===== config.mk =====
export PLATFORM = sky130hd
export DESIGN_NAME = aks_entry_update
export DESIGN_NICKNAME = d
export VERILOG_FILES = /design/src/rtl/aks_pkg.sv /design/src/rtl/aks_entry_update.sv
export SDC_FILE = /design/constraint.sdc
export NUM_CORES = 1
export LEC_CHECK = 0
export BUFFER_PORTS_ARGS = -buffer_cell sky130_fd_sc_hd__buf_2
export CAP_MARGIN = 25
export CORE_AREA = 2 2 99 101
export DETAILED_ROUTE_END_ITERATION = 8
export DIE_AREA = 0 0 101 103
export MAX_ROUTING_LAYER = met4
export PLACE_DENSITY = 0.63
export REMOVE_ABC_BUFFERS = 1
export SLEW_MARGIN = 20
export SYNTH_ARGS = -nofsm -noshare
export SYNTH_HDL_FRONTEND = slang
export SYNTH_SLANG_ARGS = --single-unit
export TNS_END_PERCENT = 100

===== constraint.sdc =====
create_clock -name vclk -period 11.75
set_input_delay 2.35 -clock vclk [all_inputs]
set_output_delay 2.35 -clock vclk [all_outputs]
set_load 0.01 [all_outputs]

===== src/rtl/aks_pkg.sv =====
package aks_pkg;

    localparam int NUM_ACCOUNTS = 1024;
    localparam int ADDR_W       = $clog2(NUM_ACCOUNTS);

    localparam int ACTION_W  = 3;
    localparam int ACCOUNT_W = 10;
    localparam int CAUSE_W   = 4;
    localparam int TIME_W    = 63;
    localparam int COUNT_W   = 16;

    localparam int IN_DATA_W  = 80;
    localparam int OUT_DATA_W = 160;

    localparam int CFG_ADDR_W = 2;
    localparam int CFG_DATA_W = 32;

    localparam logic [CFG_ADDR_W-1:0] REG_TRIP_THRESHOLD = CFG_ADDR_W'(0);

    localparam logic [CAUSE_W-1:0] CAUSE_REPEATED_REJECTS = CAUSE_W'(1);
    localparam logic [COUNT_W-1:0] COUNT_MAX = {COUNT_W{1'b1}};

    typedef enum logic [ACTION_W-1:0] {
        ACT_HALT_VENUE   = 3'd0,
        ACT_RESUME_VENUE = 3'd1,
        ACT_HALT_ACCT    = 3'd2,
        ACT_RESUME_ACCT  = 3'd3,
        ACT_REJECT       = 3'd4,
        ACT_ACCEPT       = 3'd5,
        ACT_QUERY        = 3'd6
    } action_t;

    typedef struct packed {
        logic               flag;
        logic [CAUSE_W-1:0] cause;
        logic [TIME_W-1:0]  since;
        logic [COUNT_W-1:0] count;
    } entry_t;

endpackage


===== src/rtl/aks_entry_update.sv =====
module aks_entry_update (
    input  aks_pkg::action_t                action,
    input  logic                            acct_valid,
    input  logic [aks_pkg::CAUSE_W-1:0]     halt_cause,
    input  logic [aks_pkg::TIME_W-1:0]      event_time,
    input  logic [aks_pkg::COUNT_W-1:0]     trip_threshold,
    input  aks_pkg::entry_t                 cur_entry,
    output aks_pkg::entry_t                 new_entry
);
    import aks_pkg::*;

    logic [COUNT_W-1:0] bumped;

    assign bumped = (cur_entry.count != COUNT_MAX) ? cur_entry.count + COUNT_W'(1)
                                                   : cur_entry.count;

    always_comb
    begin
        new_entry = cur_entry;
        if (acct_valid)
        begin
            unique case (action)
                ACT_HALT_ACCT:
                begin
                    new_entry.flag  = 1'b1;
                    new_entry.cause = halt_cause;
                    new_entry.since = event_time;
                end
                ACT_RESUME_ACCT:
                begin
                    new_entry = '0;
                end
                ACT_REJECT:
                begin
                    if (trip_threshold != '0 && !cur_entry.flag)
                    begin
                        new_entry.count = bumped;
                        if (bumped >= trip_threshold)
                        begin
                            new_entry.flag  = 1'b1;
                            new_entry.cause = CAUSE_REPEATED_REJECTS;
                            new_entry.since = event_time;
                        end
                    end
                end
                ACT_ACCEPT:
                begin
                    new_entry.count = '0;
                end
                default:
                begin
                    new_entry = cur_entry;
                end
            endcase
        end
    end

endmodule


==> impl_results.md, run 1 <==
* Status: complete, no violations
* Initial Utilization at between 20 and 25%
* CTS hold repair buffers at 0
* Mux contribution to synthesized area at about 2.2%
* Final setup violating endpoints at 0
* Int Power at about 0.063 mW
* Largest family of logic cells by synthesized area: compound AO/OA/AOI/OAI gates
* WL final at about 12,000 um
* Area Growth Syn to Fin at 70.5%
* FFs & Latches at 0
* Clock share of power at 0%
* Die ar. at around 10,000 um^2
* Logic gate share of total power at 100.0%
* Top cell type's share of synthesized area at a little under a third
* Via density at about 5.2
* Max_slew headroom at between 40% and 50%
* Total Neg Setup Slack at 0 ns
* Register share of total power at 0%
* Switching share of power at 52.9%
* Switch Pwr at about 0.071 mW
* RSZ-0062 raised after global routing: no
* FF+latch area at 0 um^2
* Post-synthesis average cell area at 7.12 um^2
* HPWL after DPL at between 10,000 and 15,000 um
* Vias at approximately 3.3k
* Multi-input logic area at roughly 1700 um^2
* Placer Congestion at roughly 0.94
* Number of fill cells at between 1k and 1.5k
* Core area at roughly 9500 um^2
* Die W at roughly 100 um
* Setup Fix Bufs, Post-CTS at 0
* Slew Limit Fails at 0
* Xor-xnor portion of the synthesized cell area at 4.57%
* Tot Pwr at approximately 0.13 mW
* Synth Area in Compound Gates at 50.9%
* Slew @ Worst Pin at 0.785 ns
* Antenna-violating nets left at 0
* Period utilization at roughly 74%
* Post-synthesis cell count at around 270
* Distinct cells, synth at 45
* Fin nets at approximately 700
* Worst-path fanout max at 64
* Post-Syn Area at 1920 um^2
* Worst Setup End Kind: output port
* Required @ worst endpoint at ~9.4 ns
* Layout cells sized above 1 at between 50% and 60%
* Synth top area cells: a22o_1, ha_1, inv_1
* Max IR drop VDD at 0.0000204 V
* Fin Hold WS at between 4 and 5 ns
* Slowest stage delay, CP at between 0.5 and 0.6 ns
* Initial drt markers at between 100 and 150
* Initial antenna violation count at 3
* Vias in the first global route at slightly below 3k
* Area leader, netlist: a22o_1
* Largest net degree at the start of global routing at 67
* Sequential share of the synthesized area at 0%
* Layout clock buffer count at 0
* Critical path class: in2out
* Max-cap violations at 0
* Placed cell area at approximately 3200 um^2
* First-pass GRT wire length at around 17,000 um
* Synth Area in Adders at 11.1%
* Leakage at 1.77 nW
* DR pass1 iterations at 5
* P per Cell Area at around 40 nW/um^2
* Synth warnings at 0
* Period minus WS final at slightly below 9 ns
* Kind of start point of the critical path: input pin
* CP Buf/Inv Count at 3
* WP data arrival at 6.30 ns
* Max Clk Rate at approximately 120 MHz
* Simple-gate portion of the synthesized area at roughly a fifth
* Count of input and output buffers at ~260
* Residual DRC at 0
* Gr ovfl total at 0
* Critical-path cell list: buf_2, ha_1, nand3_1, nor2_1, nand2_1, o21ai_0, a21o_1, ha_1, nand4_1, a211o_1, o31a_1, a2bb2oi_4, buf_4, a22o_1, buf_2
* Final instance area at about 3300 um^2
* CP delay by family, top: compound AO/OA/AOI/OAI gates
* Hold crit path type: in2out
* I/O pins at between 200 and 300
* WL/cell at 19.8 um
* Final hold vios at 0
* Cts repair resizes at 0
* Slowest-stage cell, CP: buf_4
* FP Rows at 36
* Die H at ~100 um
* GRT Total Usage at between 20% and 30%
## area by class of cell
type	instances	area share (%)
diodes	3	0.230
well taps	114	4.37
inverters	21	2.41
repair buffers	257	39.9
multi-input cells	229	53.1
## cells in the mapped netlist (6+ instances only)
library cell / number
a21oi_1: 14
a22o_1: 67
buf_2: 8
clkbuf_1: 6
ha_1: 17
inv_1: 21
nand2_1: 15
nand2b_1: 6
nand3_1: 10
nand4_1: 7
nor2_1: 6
nor4_1: 10
o21ai_0: 14
xor2_1: 6
## routing by layer
layer / track usage (%) / routed length (um) / part of all wire, % / up-vias
met5: - / 0 / 0 / -
met4: 2.39 / 149 / 1.2 / 0
met3: 3.32 / 952 / 7.7 / 8
met2: 37.5 / 5710 / 46 / 176
met1: 29.4 / 5510 / 45 / 1525
li1: - / - / - / 1559
## placed cells by master (no fill, tap or decap), types with 2 or more instances in the layout
master	n
nor2b_1	3
o21ai_0	14
ha_1	17
a21o_1	5
and3_1	2
a41oi_1	4
nand4_1	7
buf_2	255
a21oi_1	14
a311oi_1	2
nand3b_1	2
nor3b_1	3
inv_1	21
xnor2_1	4
nor3_1	3
a31oi_1	3
nand2b_1	6
nor4_1	10
o21a_1	5
nand2_1	15
mux2i_1	3
a22o_1	67
diode_2	3
nand3_1	10
nor2_1	6
xor2_1	6
## power groups by stage
stage / Clock [mW] / Combinational (mW) / Sequential, mW
floorplan: 0 / 0.0597 / 0
global placement: 0 / 0.132 / 0
detailed placement: 0 / 0.133 / 0
CTS: 0 / 0.134 / 0
global route: 0.0000000341 / 0.145 / 0
finish: 0.0000000342 / 0.134 / 0
## logic make-up (layout without fill, tap and decap cells)
kind of cell | count (synthesis) | count (layout)
xor+xnor | 10 | 10
other cells | 0 | 3
simple gates | 73 | 73
mux | 4 | 4
compound gates | 125 | 125
fa+ha+maj | 17 | 17
buf+inv | 40 | 278
## per-stage QoR
step,setup slack (ns),utilization [%],std cells
3_5_place_dp,2.74,34.2,620
5_1_grt,2.71,34.5,624
4_1_cts,2.74,34.2,620
6_report,3.10,34.5,624
3_3_place_gp,2.81,34.2,620
2_1_floorplan,3.18,-,250
## worst paths after layout
kind | startpoint | to | depth (start not counted)
max | cur_entry[0] | new_entry[70] | 15
min | event_time[8] | new_entry[24] | 3
(Power assumes the default switching activity.)
==> run 2: changes to the inputs <==
Settings changed: PLACE_DENSITY 0.63 to 0.65.
Clock period 11.75 ns to 7.4 ns, I/O delays scaled along.
==> impl_results.md, run 2 (same netlist as run 1, synthesis figures left out) <==
* Final design utilization at 34.7%
* Critical path class: in2out
* Critical-path cell list: buf_2, ha_1, nand3_1, nor2_1, buf_4, nand2_1, o21ai_0, a21o_1, ha_1, nand4_1, a211o_1, o31a_1, a211o_4, a22o_1, buf_2
* Fin nets at roughly 700
* Slowest-stage cell, CP: a211o_4
* Worst Setup End Kind: output port
* Slew Limit Fails at 0
* I/O pins at between 200 and 300
* Total Neg Setup Slack at 0 ns
* RSZ-0062 raised after global routing: no
* Antenna-violating nets left at 0
* Area Growth Syn to Fin at 71.3%
* Max-cap violations at 0
* Slew @ Worst Pin at between 0.7 and 0.8 ns
* HPWL after DPL at approximately 11,000 um
* Placer Congestion at approximately 1
* Required @ worst endpoint at around 6 ns
* Die ar. at approximately 10,000 um^2
* Hold crit path type: in2out
* First-pass GRT wire length at around 17,000 um
* Status: complete, no violations
* FP Rows at 36
* Most frequent cells in the layout: buf_2, a22o_1, inv_1
* Gr ovfl total at 0
* WP data arrival at between 5 and 6 ns
* CTS hold repair buffers at 0
* WL/cell at around 20 um
* Dpl cells at ~620
* Residual DRC at 0
* Setup Fix Bufs, Post-CTS at 0
* GRT Total Usage at between 20% and 30%
* Layout cells sized above 1 at 52.0%
* Final hold vios at 0
* Kind of start point of the critical path: input pin
* Final setup violating endpoints at 0
* Period minus WS final at between 6 and 7 ns
* Worst-path fanout max at 66
* DR pass1 iterations at 4
* Place WS at 0.302 ns
* Core area at around 9500 um^2
* Slowest stage delay, CP at ~0.59 ns
* Most common cell after layout, fill and taps aside: buf_2
* Count of input and output buffers at about 260
* Max_slew headroom at approximately half
* Vias at roughly 3.2k
* Die W at between 100 and 150 um
* Initial antenna violation count at 3
* FF+latch area at 0 um^2
* Initial Utilization at about a fifth
* Die H at about 100 um
* Layout clock buffer count at 0
* Via density at 5.19
* FFs & Latches at 0
* Worst setup margin at between 0.6 and 0.7 ns
* Vias in the first global route at roughly 3k
* Max Clk Rate at about 150 MHz
* WL final at ~13,000 um
* Cts repair resizes at 0
* Largest net degree at the start of global routing at between 60 and 70
* Fin cells at approximately 630
* Period utilization at approximately 90%
* Initial drt markers at 120
[run 2: changes by cell type in the layout (fill, tap and decap cells not counted)]
cell,before,now
a211o_2,1,0
a211o_4,0,1
buf_4,1,2
[run 2: final timing paths]
check | from | to | depth (start not counted)
hold / removal | event_time[11] | new_entry[27] | 3
setup / recovery | cur_entry[0] | new_entry[66] | 15
[run 2: through the flow]
step                      instance area, um^2  hold WS [ns]
after floorplan                          1800          3.05
after global placement                   3270          3.26
after detailed placement                 3270          3.25
after CTS                                3270          3.25
after global routing                     3280          3.26
final                                    3280          3.25
[run 2: cell type report]
cell class | instances | area (um^2)
fillers | 1051 | 6180
multi-input cells | 229 | 1740
diodes | 3 | 7.51
inverters | 21 | 78.8
repair buffers | 258 | 1310
well taps | 114 | 143
[run 2: worst max-delay path: cells and delay by family]
| kind | cells | cell delay [ns] |
|---|---|---|
| and+or+nand+nor | 4 | 0.71 |
| adders and majority gates | 2 | 0.59 |
| buffers and inverters | 3 | 0.48 |
| AOI/OAI and AO/OA | 6 | 2.03 |
[run 2: metal layers]
metal  wire, um  vias to the layer above  GRT usage (%)
met5          0                        -              -
met2       5680                      168           36.3
li1           -                     1561              -
met3       1100                        8           6.51
met4        182                        0           4.57
met1       5590                     1506           29.1
==> run 3: changes to the inputs <==
Settings changed: CORE_AREA 2 2 99 101 to 2 2 100 102, DIE_AREA 0 0 101 103 to 0 0 102 104, PLACE_DENSITY 0.65 to 0.62.
Clock period 7.4 ns to 6.7 ns, I/O delays scaled along.
==> impl_results.md, run 3 (same netlist as run 1, synthesis figures left out) <==
* Hold crit path type: in2out
* Vias at 3,237
* Critical path class: in2out
* RSZ-0062 raised after global routing: no
* Layout clock buffer count at 0
* Slowest stage delay, CP at ~0.37 ns
* CP delay by family, top: compound AO/OA/AOI/OAI gates
* Slew Limit Fails at 0
* Gr ovfl total at 0
* Residual DRC at 0
* WL final at approximately 12,000 um
* CTS hold repair buffers at 0
* I/O pins at around 260
* Most frequent cells in the layout: buf_2, a22o_1, inv_1
* Final design utilization at 34.7%
* Die ar. at 10,600 um^2
* Final hold vios at 0
* Vias in the first global route at just over 3k
* Status: complete, no violations
* Slew @ Worst Pin at around 0.76 ns
* FF+latch area at 0 um^2
* HPWL after DPL at about 11,000 um
* Total Neg Setup Slack at 0 ns
* FFs & Latches at 0
* Die W at ~100 um
* Antenna-violating nets left at 0
* GRT Total Usage at between 20 and 25%
* Period minus WS final at ~6.4 ns
* FP Rows at 36
* Worst Setup End Kind: output port
* Kind of start point of the critical path: input pin
* Core area at roughly 9500 um^2
* Initial Utilization at roughly a fifth
* CP Buf/Inv Count at 4
* Fin nets at ~700
* Die H at between 100 and 150 um
* Max-cap violations at 0
* Required @ worst endpoint at roughly 5.4 ns
* Most common cell after layout, fill and taps aside: buf_2
* First-pass GRT wire length at ~17,000 um
* Placer Congestion at slightly below 0.9
* Max_slew headroom at 49.0%
* Period utilization at between 90% and 100%
* Largest net degree at the start of global routing at 65
* Worst-path fanout max at 64
* Count of input and output buffers at approximately 260
* WL/cell at just under 20 um
* WP data arrival at about 5 ns
* Final setup violating endpoints at 0
* Critical-path cell list: buf_2, ha_1, nand3_1, nor2_1, buf_4, nand2_1, o21ai_0, a21o_1, ha_1, nand4_1, a211o_1, o31a_1, a2bb2oi_4, buf_6, a22o_1, buf_2
* Layout cells sized above 1 at about 52%
* Max Clk Rate at approximately 160 MHz
* Slowest-stage cell, CP: buf_6
* Via density at approximately 5.0
* Area Growth Syn to Fin at 72.8%
* DR pass1 iterations at 4
* Initial drt markers at 129
* Initial antenna violation count at 1
run 3: cell count changes in the layout (fill, tap and decap cells not counted):
cell	change
nor3_1	-1
a211o_2	+1
buf_6	+1
diode_2	-2
a211o_4	-1
nor3_2	+1
run 3: timing repair:
| item | in CTS | in global routing |
|---|---|---|
| buffers inserted | 0 | 0 |
| resized for setup | 0 | 2 |
| setup endpoints to repair | 0 | 18 |
run 3: worst paths after layout:
path                       from            end  slack, ns  cells past startpoint
hold / removal    event_time[3]  new_entry[19]       2.97                      3
setup / recovery   cur_entry[0]  new_entry[66]       0.30                     16
run 3: through the flow:
stage          instance area (um^2)  hold slack, ns  setup WS (ns)  instances
6_report                       3310            2.97          0.303        643
5_1_grt                        3310            2.98         0.0656        643
4_1_cts                        3300            2.97          0.251        642
3_5_place_dp                   3300            2.97          0.264        642
3_3_place_gp                   3300            2.97          0.394        642
2_1_floorplan                  1800            2.77          0.155        250
run 3: area by class of cell:
type,count,area [um^2]
tap,133,166
multi-input combinational,229,1740
antenna,1,2.50
inverter,21,78.8
fill,1083,6240
timing repair buffer,259,1320
run 3: metal layers:
layer,vias to the layer above,part of all wire (%),global-route usage (%)
met3,16,9.4,2.89
met5,-,0,-
met2,189,46,36.1
met1,1476,41,28.9
met4,0,3.2,5.62
li1,1556,-,-
run 3: tightest hold or removal path: stages:
cell and delay (ns):
buf_2 0.07, a22o_1 0.10, buf_2 0.12
