<file path="config.mk">
export PLATFORM = sky130hd
export DESIGN_NAME = aks_ram
export DESIGN_NICKNAME = d
export VERILOG_FILES = /design/src/rtl/aks_ram.sv
export SDC_FILE = /design/constraint.sdc
export NUM_CORES = 1
export LEC_CHECK = 0
export BUFFER_PORTS_ARGS = -buffer_cell sky130_fd_sc_hd__buf_2
export CAP_MARGIN = 20
export CORE_AREA = 8 8 103 105
export DETAILED_ROUTE_END_ITERATION = 10
export DIE_AREA = 0 0 111 113
export HOLD_SLACK_MARGIN = 0.15
export PLACE_DENSITY_LB_ADDON = 0.1
export SYNTH_ARGS = -nofsm -noshare
export SYNTH_HDL_FRONTEND = slang
export SYNTH_SLANG_ARGS = --single-unit
</file>
<file path="constraint.sdc">
create_clock -name clk -period 2.25 [get_ports clk]
set_input_delay 0.45 -clock clk [delete_from_list [all_inputs] [get_ports clk]]
set_output_delay 0.45 -clock clk [all_outputs]
set_load 0.02 [all_outputs]
</file>
<file path="src/rtl/aks_ram.sv">
module aks_ram #(
    parameter int WIDTH = 8,
    parameter int DEPTH = 16
) (
    input  logic                     clk,
    input  logic                     we,
    input  logic [$clog2(DEPTH)-1:0] waddr,
    input  logic [WIDTH-1:0]         wdata,
    input  logic                     re,
    input  logic [$clog2(DEPTH)-1:0] raddr,
    output logic [WIDTH-1:0]         rdata
);

    logic [WIDTH-1:0] mem [DEPTH];
    logic [WIDTH-1:0] rdata_reg;

    always_ff @(posedge clk)
    begin
        if (we)
        begin
            mem[waddr] <= wdata;
        end
        if (re)
        begin
            rdata_reg <= mem[raddr];
        end
    end

    assign rdata = rdata_reg;

endmodule

</file>
==> impl.org, run 1 <==
** Outcome
- The flow ran to the end, and the final reports show no timing, DRC or antenna violations.

** Timing
- The count of endpoints failing hold in the final timing report was 0.
- In this run the tightest slew margin relative to its limit is 68.25%.
- Skew final :: 5.648 ps
- Final slew viol count :: 0
- Transition at the pin with the smallest max-transition slack :: 474.4 ps
- Setup repair after global routing missed its margin :: false
- After routing, the total negative slack on setup checks comes to 0 ps.
- Setup slack of the critical path after layout :: 676.8 ps
- Setup violations remaining at the end of the flow were counted as 0.
- Subtracting the final worst setup slack from the clock period gives 1573 ps.
- Maximum clock rate :: 0.6357 GHz
- The final critical path takes up 69.92% of the cycle.
- Hold slack :: 303.3 ps

** Pwr
- Share of total power in combinational logic :: 4.6%
- Internal power contribution :: 4.887 mW
- Static leakage power :: 2.151 nW
- VDD sags by at most 0.5269 mV.
- Share of power burned in the clock network :: 48.1%
- Switching power share of the total :: 19.50%
- Post-route total power :: 6.070 mW
- Sequential cells burn 47.3% of the power.
- Power per Cell Area :: 968.5 nW/um^2
- Net switching power of the design :: 1.183 mW

** Layout
- Once layout is complete, the utilization of the core stands at 69.81%.
- Filler Cell Count :: 536
- Flip-flop count of the largest register after layout :: 128
- Final standard cell area without fillers :: 6267 sq um
- Most used cells in the layout excluding fill and tap cells :: edfxtp_1 (136), buf_2 (26), buf_4 (21), mux4_2 (18)
- Compared with the post-synthesis result, the final layout area differs by 19.89%.
- The finished layout holds 412 standard cells, fillers aside.
- Of the cells placed in the final design, the portion with a size suffix greater than 1 is 33.55%.
- Final net count :: 307
- Number of antenna diodes :: 0
- The library cell used most frequently in the layout, excluding fill and tap cells, is edfxtp_1.

** Synthesis
- Sequential elements use 78.12% of the synthesized area.
- Yosys reg bits :: 136
- The mapped netlist covers 5228 sq um.
- Fraction of registers with async set or reset after synthesis :: 0%
- Count of warnings emitted by yosys :: 0
- The average instance in the mapped netlist occupies 22.83 sq um.
- The most used flip-flop cell after synthesis is edfxtp_1.
- Post-synth EDFFs :: 136
- Top cells by area, synth :: edfxtp_1 (78%), mux4_2 (7.8%), mux4_1 (7.0%)
- Synthesis handed over a netlist of 229 instances.
- edfxtp_1 takes more of the synthesized area than any other cell.
- In this run the biggest area consumer among cell types represents 78.12% of the synthesized area.
- Post-synth net total :: 248
- Distinct cell type count after synthesis :: 18

** Routing
- Vias per Instance :: 5.949
- Total iterations of the first detailed-routing run :: 5
- After detailed routing, the number of remaining DRC violations is 0.
- In the final routed layout, each cell accounts on average for 23.67 um.
- Final Routed Wirelength :: 9754 um
- Number of violations reported at the end of detailed-routing iteration 0 :: 178
- Post-detailed-route count of antenna-violating nets :: 0
- Via count :: 2451

** Placement
- Worst setup slack after placement :: 230.2 ps
- The HPWL after detailed placement is 6234 um.
- Including well taps, the total number of placed cells is 380.
- Final weighted congestion of routability-driven global placement :: 0.7081
- The placed instances occupy a cell area of 5628 sq um.
- In this run the tool buffered the top-level ports with 26 buffer cells.

** Global routing
- Entering global routing, the biggest net connects 33 pins.
- The initial antenna violation count is 0.
- Global routing used 24.80% of the available met2 tracks.
- Global routing consumed, over all layers together, 16.64% of the routing resources.
- Vias in the first global route :: 2577
- For met3 alone, demand over resource in global routing was 5.714%.
- The global routing stage identified its most utilized layer as met2.
- Total overflow reported by the global router :: 0
- Met1 Resource Use GR :: 22.81%
- The first global-routing pass estimated 15210 um of wire.

** Hold path
- Worst hold-check path type :: input pin to flop

** CTS
- The clock net in this run drives a total of 136 sinks.
- After clock tree synthesis, the repair step resized 0 gates.
- Clock Latency Late Sink :: 510 ps
- TritonCTS built the clock tree.
- Cts-stage hold buffer count :: 0
- The tree is rooted in a clkbuf_8.
- The H-tree generated during clock tree synthesis spans 4 levels.
- After clock tree synthesis, the clock-pin slew on the worst setup and hold paths is 60 ps.
- CTS Buffer Depth :: 2
- Total CTS buffers :: 17
- Buffers added to address setup during post-CTS repair amount to 0.

** Worst setup path
- Cell with the largest stage delay on the worst path :: edfxtp_1
- STA puts the critical path data arrival time at 1120 ps.
- In this design, the stage delay of the slowest critical-path cell is 420 ps.
- Worst path cell trace :: buf_2
- Counting both buffers and inverters, the worst setup path holds a total of 1.
- In this design, the largest share of critical-path delay is due to flip-flops.
- Required time of the critical path :: 1800 ps
- Along the worst path, the maximum fanout reaches 1.
- Category of the worst setup path launch point :: flop
- By startpoint and endpoint, the worst setup path is classified as flop to output port.
- The worst setup path is captured at an output port.

** Floorplanning
- Standard-cell rows :: 35
- Vertical die dimension :: 113 um
- In this run the standard cell core region covers 8977 sq um.
- I/O pin count :: 27
- Initial core utilization :: 58.23%
- Width of the die :: 111 um
- The floorplan step defined a die boundary enclosing 12540 sq um.

** Flow run
- Across the run, the number of max-cap violations was 0.
## power by group through the flow
stage	registers, mW	logic, mW	clock network (mW)
2_1_floorplan	2.93	0.144	0
3_3_place_gp	2.92	0.276	0
3_5_place_dp	2.92	0.281	0
4_1_cts	2.87	0.283	2.97
5_1_grt	2.87	0.302	3.06
6_report	2.87	0.279	2.92
## synth_stat cells, types with 2 or more instances
cell type	number
edfxtp_1	136
clkdlybuf4s25_2	3
buf_2	3
nand2b_1	2
mux4_2	18
nor2_1	13
buf_6	3
a22oi_1	16
nand2_1	9
nand3b_1	2
mux4_1	14
nor3_1	4
## cells by family (layout without fill, tap and decap cells)
logic type / after synthesis / after routing / synth area share [%]
DFF: 136 / 136 / 78.12
and+or+nand+nor: 35 / 35 / 3.136
muxes: 32 / 32 / 14.79
AOI/OAI and AO/OA: 16 / 16 / 2.298
buffers and inverters: 10 / 82 / 1.651
## area by class of cell
| class | count | area, sq um | area share, % |
|---|---|---|---|
| flip-flops and latches | 136 | 4084 | 65.16 |
| multi-input cells | 83 | 1057 | 16.87 |
| repair buffers | 50 | 347.8 | 5.550 |
| clock buffers | 17 | 414.1 | 6.608 |
| well taps | 111 | 138.9 | 2.216 |
| clock inverters | 15 | 225.2 | 3.594 |
## worst paths after layout
check,startpoint,endpoint,slack [ps],depth (start not counted)
hold reg to reg,mem[15][7],rdata[7],750,3
setup reg to reg,mem[3][6],rdata[6],740,3
hold / removal,re,rdata[7],300,1
setup / recovery,rdata[3],rdata[3],680,1
## metal layers
layer | part of all wire [%] | vias up
met3 | 6.3 | 9
li1 | - | 1103
met2 | 48 | 97
met1 | 44 | 1242
met4 | 1.0 | 0
met5 | 0 | -
No activity file was read; power rests on OpenSTA's default activity.
==> run 2, diff against run 1 <==
Clock period 2.25 ns to 1.55 ns, I/O delays scaled along.
==> run 2 against run 1 <==
Net effect: clock-buffer cell count is 1 higher; clock power is 31% higher; largest power group is now sequential cells; design area is 1.1% lower; sequential share of layout area is 0.71 points higher; first-iteration DRC count is 3.4% higher; register-to-register slack worse by 650 ps; sequential cell count stayed put; critical endpoint is now rdata[5].
==> impl.org, run 2 (same netlist as run 1, synthesis figures left out) <==
** Pwr
- The relative contribution of sequential cells to total power is 49.5% (+2.2 points).
- IR Drop Worst-Case VDD :: 1.051 mV (+99%)
- The fraction of power spent switching nets is 19.82% (+0.32 points).
- Net switching power of the design :: 1.669 mW (+41%)
- The total leakage power came to 2.099 nW (-2.4%).
- Share of total power in combinational logic :: 5.0% (+0.4 points)
- The power density relative to cell area is 1358 nW/um^2 (+40%).
- The internal portion of total power is 6.752 mW (+38%).
- Post-route total power :: 8.421 mW (+39%)
- Share of power burned in the clock network :: 45.5% (-2.6 points)

** Placement
- Number of instances in the placed design :: 380 (unchanged)
- The count of port buffers added during placement came to 26 (unchanged).
- Worst setup slack after placement :: -291.2 ps (-521.4 ps)
- Final weighted congestion of routability-driven global placement :: 0.7346 (+3.7%)
- The detailed placer's ending HPWL was 6576 um (+5.5%).

** Routing
- DR DRC count :: 0 (unchanged)
- The DRC violation total after the first TritonRoute iteration was 184 (+3.4%).
- The via total after detailed routing is 2465 (+0.57%).
- Post-detailed-route count of antenna-violating nets :: 0 (unchanged)
- Final Routed Wirelength :: 10140 um (+4.0%)
- Vias per Instance :: 5.983 (+0.57%)
- Total iterations of the first detailed-routing run :: 4 (-1)
- The mean routed wirelength per cell was 24.62 um (+4.0%).

** CTS
- The count of buffers added by post-CTS timing repair for setup came to 0 (unchanged).
- The tree is rooted in a clkbuf_8.
- CTS Buffer Depth :: 2 (unchanged)
- TritonCTS built the clock tree.
- Count of cells resized by post-cts repair :: 0 (unchanged)
- Cts-stage hold buffer count :: 0 (unchanged)
- CTS sink count :: 136 (unchanged)
- H-tree levels :: 4 (unchanged)
- The clock insertion delay at the later pin of the skew report was 500 ps (about the same).
- The clock transition at the register clock pins on the worst setup and hold paths after CTS came to 60 ps (about the same).
- The number of CTS-inserted buffers is 17 (unchanged).

** Timing
- Setup violators final :: 0 (unchanged)
- Maximum clock rate :: 0.6837 GHz
- The normalized max-slew margin is 47.92% (-20 points).
- Setup repair after global routing left no endpoint under its margin.
- The maximum clock skew at final layout came to 5.690 ps (+0.04168 ps).
- The final max-slew violation count came to 0 (unchanged).
- The routed design could run at a clock period as short as 1463 ps.
- The summed negative setup slack over all endpoints was 0 ps (unchanged).
- The pin slew with the least headroom to its limit came to 778.3 ps (+303.9 ps).
- Hold Violations, Final :: 0 (unchanged)
- The worst path uses 94.36% of the clock period.
- The final worst setup slack came to 87.37 ps (-589.4 ps).

** Layout
- The final core area utilization came to 69.06% (-0.75 points).
- The antenna cell count is 0 (unchanged).
- Flip-flop count of the largest register after layout :: 128 (unchanged)
- Most common library cell in the layout ignoring fill and taps :: edfxtp_1
- The final-stage net count is 307 (unchanged).
- The share of final-layout standard cells stronger than drive strength 1 is 35.88% (+2.3 points).
- Compared with the post-synthesis result, the final layout area differs by 18.60%.
- Leaving out fill and tap cells, the most frequent cells in the layout are edfxtp_1 (136), buf_2 (26), mux4_2 (25), buf_4 (20), clkbuf_16 (16).
- The non-filler instance count after layout was 412 (unchanged).
- The total of fill cells in the finished design came to 537 (+0.19%).

** Worst setup path
- Top delay family on crit path :: multiplexers
- Required time of the critical path :: 1790 ps (about the same)
- The worst setup path is launched from a flop.
- Cell with the largest stage delay on the worst path :: mux4_1
- The critical path arrival is 1710 ps (+590 ps).
- Largest stage delay on the critical path :: 490 ps (+70 ps)
- CP Class :: flop to flop
- Walking the worst path, the cells encountered are mux4_1 > a22oi_1 > nand2_1.
- CP Max Fanout :: 1 (unchanged)
- The worst setup path is captured at a flop.
- The number of buffers and inverters on the critical path was 0 (-1).

** Floorplanning
- Die Outline Area :: 12540 sq um (unchanged)
- Standard-cell rows :: 35 (unchanged)
- The die width came to 111 um (unchanged).
- The effective utilization at floorplan was 58.23% (unchanged).
- The count of pins on the block boundary was 27 (unchanged).
- The area of the placeable core was 8977 sq um (unchanged).
- Vertical die dimension :: 113 um (unchanged)

** Global routing
- M2 GR Usage :: 26.11% (+1.3 points)
- Maximum number of pins on one net before global-route repair :: 17 (-48%)
- Overall Global Routing Usage :: 17.10% (+0.47 points)
- Number of antenna violations at the first check in global routing :: 0 (unchanged)
- Most used routing layer in global routing :: met2
- First-pass GRT wire length :: 15610 um (+2.6%)
- Met1 Resource Use GR :: 22.67% (-0.14 points)
- Met3 usage :: 5.344% (-0.37 points)
- The global route total overflow was 0 (unchanged).
- The number of global-route vias before repair came to 2575 (-0.078%).

** Outcome
- Run status :: complete, no violations

** Hold path
- The worst hold path belongs to the class input pin to flop.

** Flow run
- The number of maximum-capacitance violations was 0 (unchanged).
## run 2: cell count changes in the layout (fill, tap and decap cells not counted), sizes merged
cell	previous run	this run
bufinv	5	3
clkbuf	17	18
clkinv	4	7
inv	2	0
## run 2: per-layer routing
metal,wire (um),vias to the layer above
met1,4298,1266
met3,725,9
met5,0,-
li1,-,1091
met4,90,0
met2,5030,99
## run 2: power by group through the flow
stage | Sequential, mW | Combinational (mW) | Clock, mW
global placement | 4.24 | 0.422 | 0
detailed placement | 4.24 | 0.429 | 0
finish | 4.17 | 0.424 | 3.83
floorplan | 4.26 | 0.217 | 0
CTS | 4.17 | 0.430 | 3.89
global route | 4.17 | 0.460 | 4.02
## run 2: worst paths after layout
kind,end,cells past startpoint,start,slack (ps)
worst max-delay path,rdata[5],3,mem[8][5],90
worst max register to register,rdata[5],3,mem[8][5],90
worst min-delay path,mem[0][2],1,wdata[2],200
worst min register to register,rdata[7],3,mem[14][7],750
## run 2: per-stage QoR
stage / cell area [sq um] / hold WS [ps]
finish: 6200 / 195.6
global route: 6200 / 171.8
CTS: 6195 / 173.3
detailed placement: 5619 / 705.6
global placement: 5619 / 699.3
floorplan: 5218 / 408.9
## run 2: area by class of cell
| cell class | count | area (sq um) | share of cell area [%] |
|---|---|---|---|
| well taps | 111 | 138.9 | 2.240 |
| clock inverters | 14 | 157.7 | 2.543 |
| flip-flops and latches | 136 | 4084 | 65.87 |
| multi-input cells | 83 | 1041 | 16.79 |
| repair buffers | 50 | 360.3 | 5.812 |
| clock buffers | 18 | 417.9 | 6.741 |
==> run 3, diff against run 2 <==
Settings changed: CORE_AREA 8 8 103 105 to 8 8 101 103, CTS_BUF_LIST set to sky130_fd_sc_hd__clkbuf_8, DIE_AREA 0 0 111 113 to 0 0 109 111.
==> run 3 against run 2 <==
Net effect: combinational power up 3%; utilization up 1.9 points; design area down 2.1%; critical path type unchanged; total power down 8.6%; cell count down 0.49%; die area down 3.5%; sequential cell count unchanged; global-route usage up 0.94 points; sequential share of layout area up 1.4 points; clock skew up 6.7 ps; non-clock buffer count up 1; clock-buffer cell count down 1.
==> impl.org, run 3 (same netlist as run 1, synthesis figures left out) <==
** Layout
- Final net count :: 308 (+0.33%)
- The non-filler instance count after layout was 410 (-0.49%).
- Filler Cell Count :: 511 (-4.8%)
- Most common library cell in the layout ignoring fill and taps :: edfxtp_1
- The number of flip-flops under the largest register name was 128 (unchanged).
- Final standard cell area without fillers :: 6068 sq um (-2.1%)
- Most used cells in the layout excluding fill and tap cells :: edfxtp_1 (136), buf_2 (26), mux4_2 (25), buf_4 (21), clkbuf_8 (17)
- Synthesis-to-layout area growth :: 16.08%
- The share of final-layout standard cells stronger than drive strength 1 is 36.75% (+0.87 points).
- Number of antenna diodes :: 0 (unchanged)

** Worst setup path
- Required time of the critical path :: 1730 ps (-60 ps)
- Category of the worst setup path launch point :: flop
- CP Class :: flop to flop
- The critical path arrival was 1650 ps (-60 ps).
- The largest fanout on the critical path came to 1 (unchanged).
- CP endpoint kind :: flop
- Largest stage delay on the critical path :: 500 ps (about the same)
- The largest individual stage delay along the critical path comes from the cell mux4_1.
- Traced cell by cell, the critical path runs through mux4_1 > a22oi_1 > nand2_1.

** Pwr
- The internal portion of total power came to 6.078 mW (-10%).
- Share of power burned in the clock network :: 40.3% (-5.2 points)
- Net switching power of the design :: 1.616 mW (-3.1%)
- Share of total power in combinational logic :: 5.7% (+0.7 points)
- The fraction of power spent switching nets is 21.01% (+1.2 points).
- The total power was 7.694 mW (-8.6%).
- The total leakage power is 2.044 nW (-2.6%).
- The power density relative to cell area was 1268 nW/um^2 (-6.6%).
- The maximum vdd drop is 1.021 mV (-2.8%).
- The relative contribution of sequential cells to total power is 54.1% (+4.6 points).

** Timing
- Skew final :: 12.42 ps (+6.729 ps)
- The post-route minimum period is 1474 ps (+11.67 ps).
- Fin crit share :: 95.12% (+0.75 points)
- Maximum clock rate :: 0.6783 GHz (-0.79%)
- Setup violators final :: 0 (unchanged)
- The final max-slew violation count came to 0 (unchanged).
- The normalized max-slew margin came to 54.34% (+6.4 points).
- Setup repair after global routing left no endpoint under its margin.
- The final hold slack is 240.0 ps (+44.40 ps).
- Transition at the pin with the smallest max-transition slack :: 682.4 ps (-95.94 ps)
- The count of endpoints failing hold in the final timing report is 0 (unchanged).

** CTS
- The clock insertion delay at the later pin of the skew report came to 420 ps (-80 ps).
- TritonCTS built the clock tree.
- Total CTS buffers :: 17 (unchanged)
- In this run the clock root is driven by a clkbuf_8.
- Buffers inserted during post-CTS setup optimization :: 0 (unchanged)
- CTS Buffer Depth :: 2 (unchanged)
- The clock transition at the register clock pins on the worst setup and hold paths after CTS was 80 ps (+20 ps).
- Cts-stage hold buffer count :: 0 (unchanged)
- Count of cells resized by post-cts repair :: 1 (+1)
- The count of H-tree levels built during CTS is 4 (unchanged).
- The number of clock sinks seen by CTS was 136 (unchanged).

** Global routing
- Overall Global Routing Usage :: 18.04% (+0.94 points)
- The wire length of the first global-routing pass was 15280 um (-2.1%).
- The number of global-route vias before repair came to 2543 (-1.2%).
- The maximum number of pins on one net before global-route repair is 20 (+3).
- Total overflow reported by the global router :: 0 (unchanged)
- Number of antenna violations at the first check in global routing :: 0 (unchanged)

** Placement
- The post-detailed-placement cell area came to 5623 sq um (about the same).
- The detailed placer's ending HPWL came to 6534 um (-0.64%).
- Number of instances in the placed design :: 378 (-0.53%)
- The final weighted congestion in routability-driven placement was 0.7212 (-1.8%).
- The count of port buffers added during placement was 26 (unchanged).

** Routing
- Vias per Instance :: 6.017 (+0.57%)
- The via total after detailed routing is 2467 (+0.081%).
- The post-route antenna net violation count was 0 (unchanged).
- The post-detailed-routing wire length was 10200 um (+0.55%).
- The number of iterations in the first detailed-routing pass is 4 (unchanged).
- The mean routed wirelength per cell was 24.88 um (+1.0%).
- The DRC violation total after the first TritonRoute iteration is 208 (+13%).
- The final routed DRC violation total was 0 (unchanged).

** Floorplanning
- The full die area is 12100 sq um (-3.5%).
- The area of the placeable core is 8551 sq um (-4.8%).
- The count of pins on the block boundary is 27 (unchanged).
- The effective utilization at floorplan is 61.14% (+2.9 points).
- The chip height was 111 um (-1.8%).
- The number of core rows was 34 (-2.9%).
- The die width is 109 um (-1.8%).

** Outcome
- The run finished with clean final reports.

** Hold path
- Worst hold-check path type :: input pin to flop

** Flow run
- The number of maximum-capacitance violations was 0 (unchanged).
-- run 3: layout make-up --
class	count	area, sq um	area share (%)
multi-input cells	83	1046	17.24
well taps	108	135.1	2.227
clock buffers	17	234.0	3.856
flip-flops and latches	136	4084	67.30
repair buffers	51	367.9	6.062
clock inverters	15	201.4	3.320
-- run 3: final timing paths --
| check | start | endpoint | slack (ps) | depth (start not counted) |
|---|---|---|---|---|
| min reg2reg | mem[12][2] | rdata[2] | 760 | 3 |
| min | re | rdata[3] | 240 | 1 |
| max reg2reg | mem[4][2] | rdata[2] | 80 | 3 |
| max | mem[4][2] | rdata[2] | 80 | 3 |
-- run 3: power by group through the flow --
stage | Combinational [mW] | Clock [mW] | Sequential [mW]
after global routing | 0.468 | 3.29 | 4.16
after CTS | 0.441 | 3.14 | 4.16
after detailed placement | 0.439 | 0 | 4.24
after floorplan | 0.217 | 0 | 4.26
after global placement | 0.429 | 0 | 4.24
final | 0.435 | 3.10 | 4.16
-- run 3: layer usage --
metal	global-route usage, %	routed length, um
met5	0	0
met4	5.753	76
met3	5.233	1006
met2	25.58	4858
met1	26.25	4257
-- run 3: critical path, delay by kind of cell (launching register included) --
kind | cells | cell delay (ps)
mux | 1 | 500
flops | 1 | 380
compound gates | 1 | 260
simple gates | 1 | 90
-- run 3: stage by stage --
step | setup WS, ps | utilization (%) | setup TNS, ps
2_1_floorplan | -26.15 | - | -751.4
3_3_place_gp | -361.7 | 65.76 | -2380
3_5_place_dp | -371.1 | 65.76 | -3111
4_1_cts | 17.09 | 70.91 | 0
5_1_grt | 23.85 | 70.97 | 0
6_report | 75.70 | 70.97 | 0
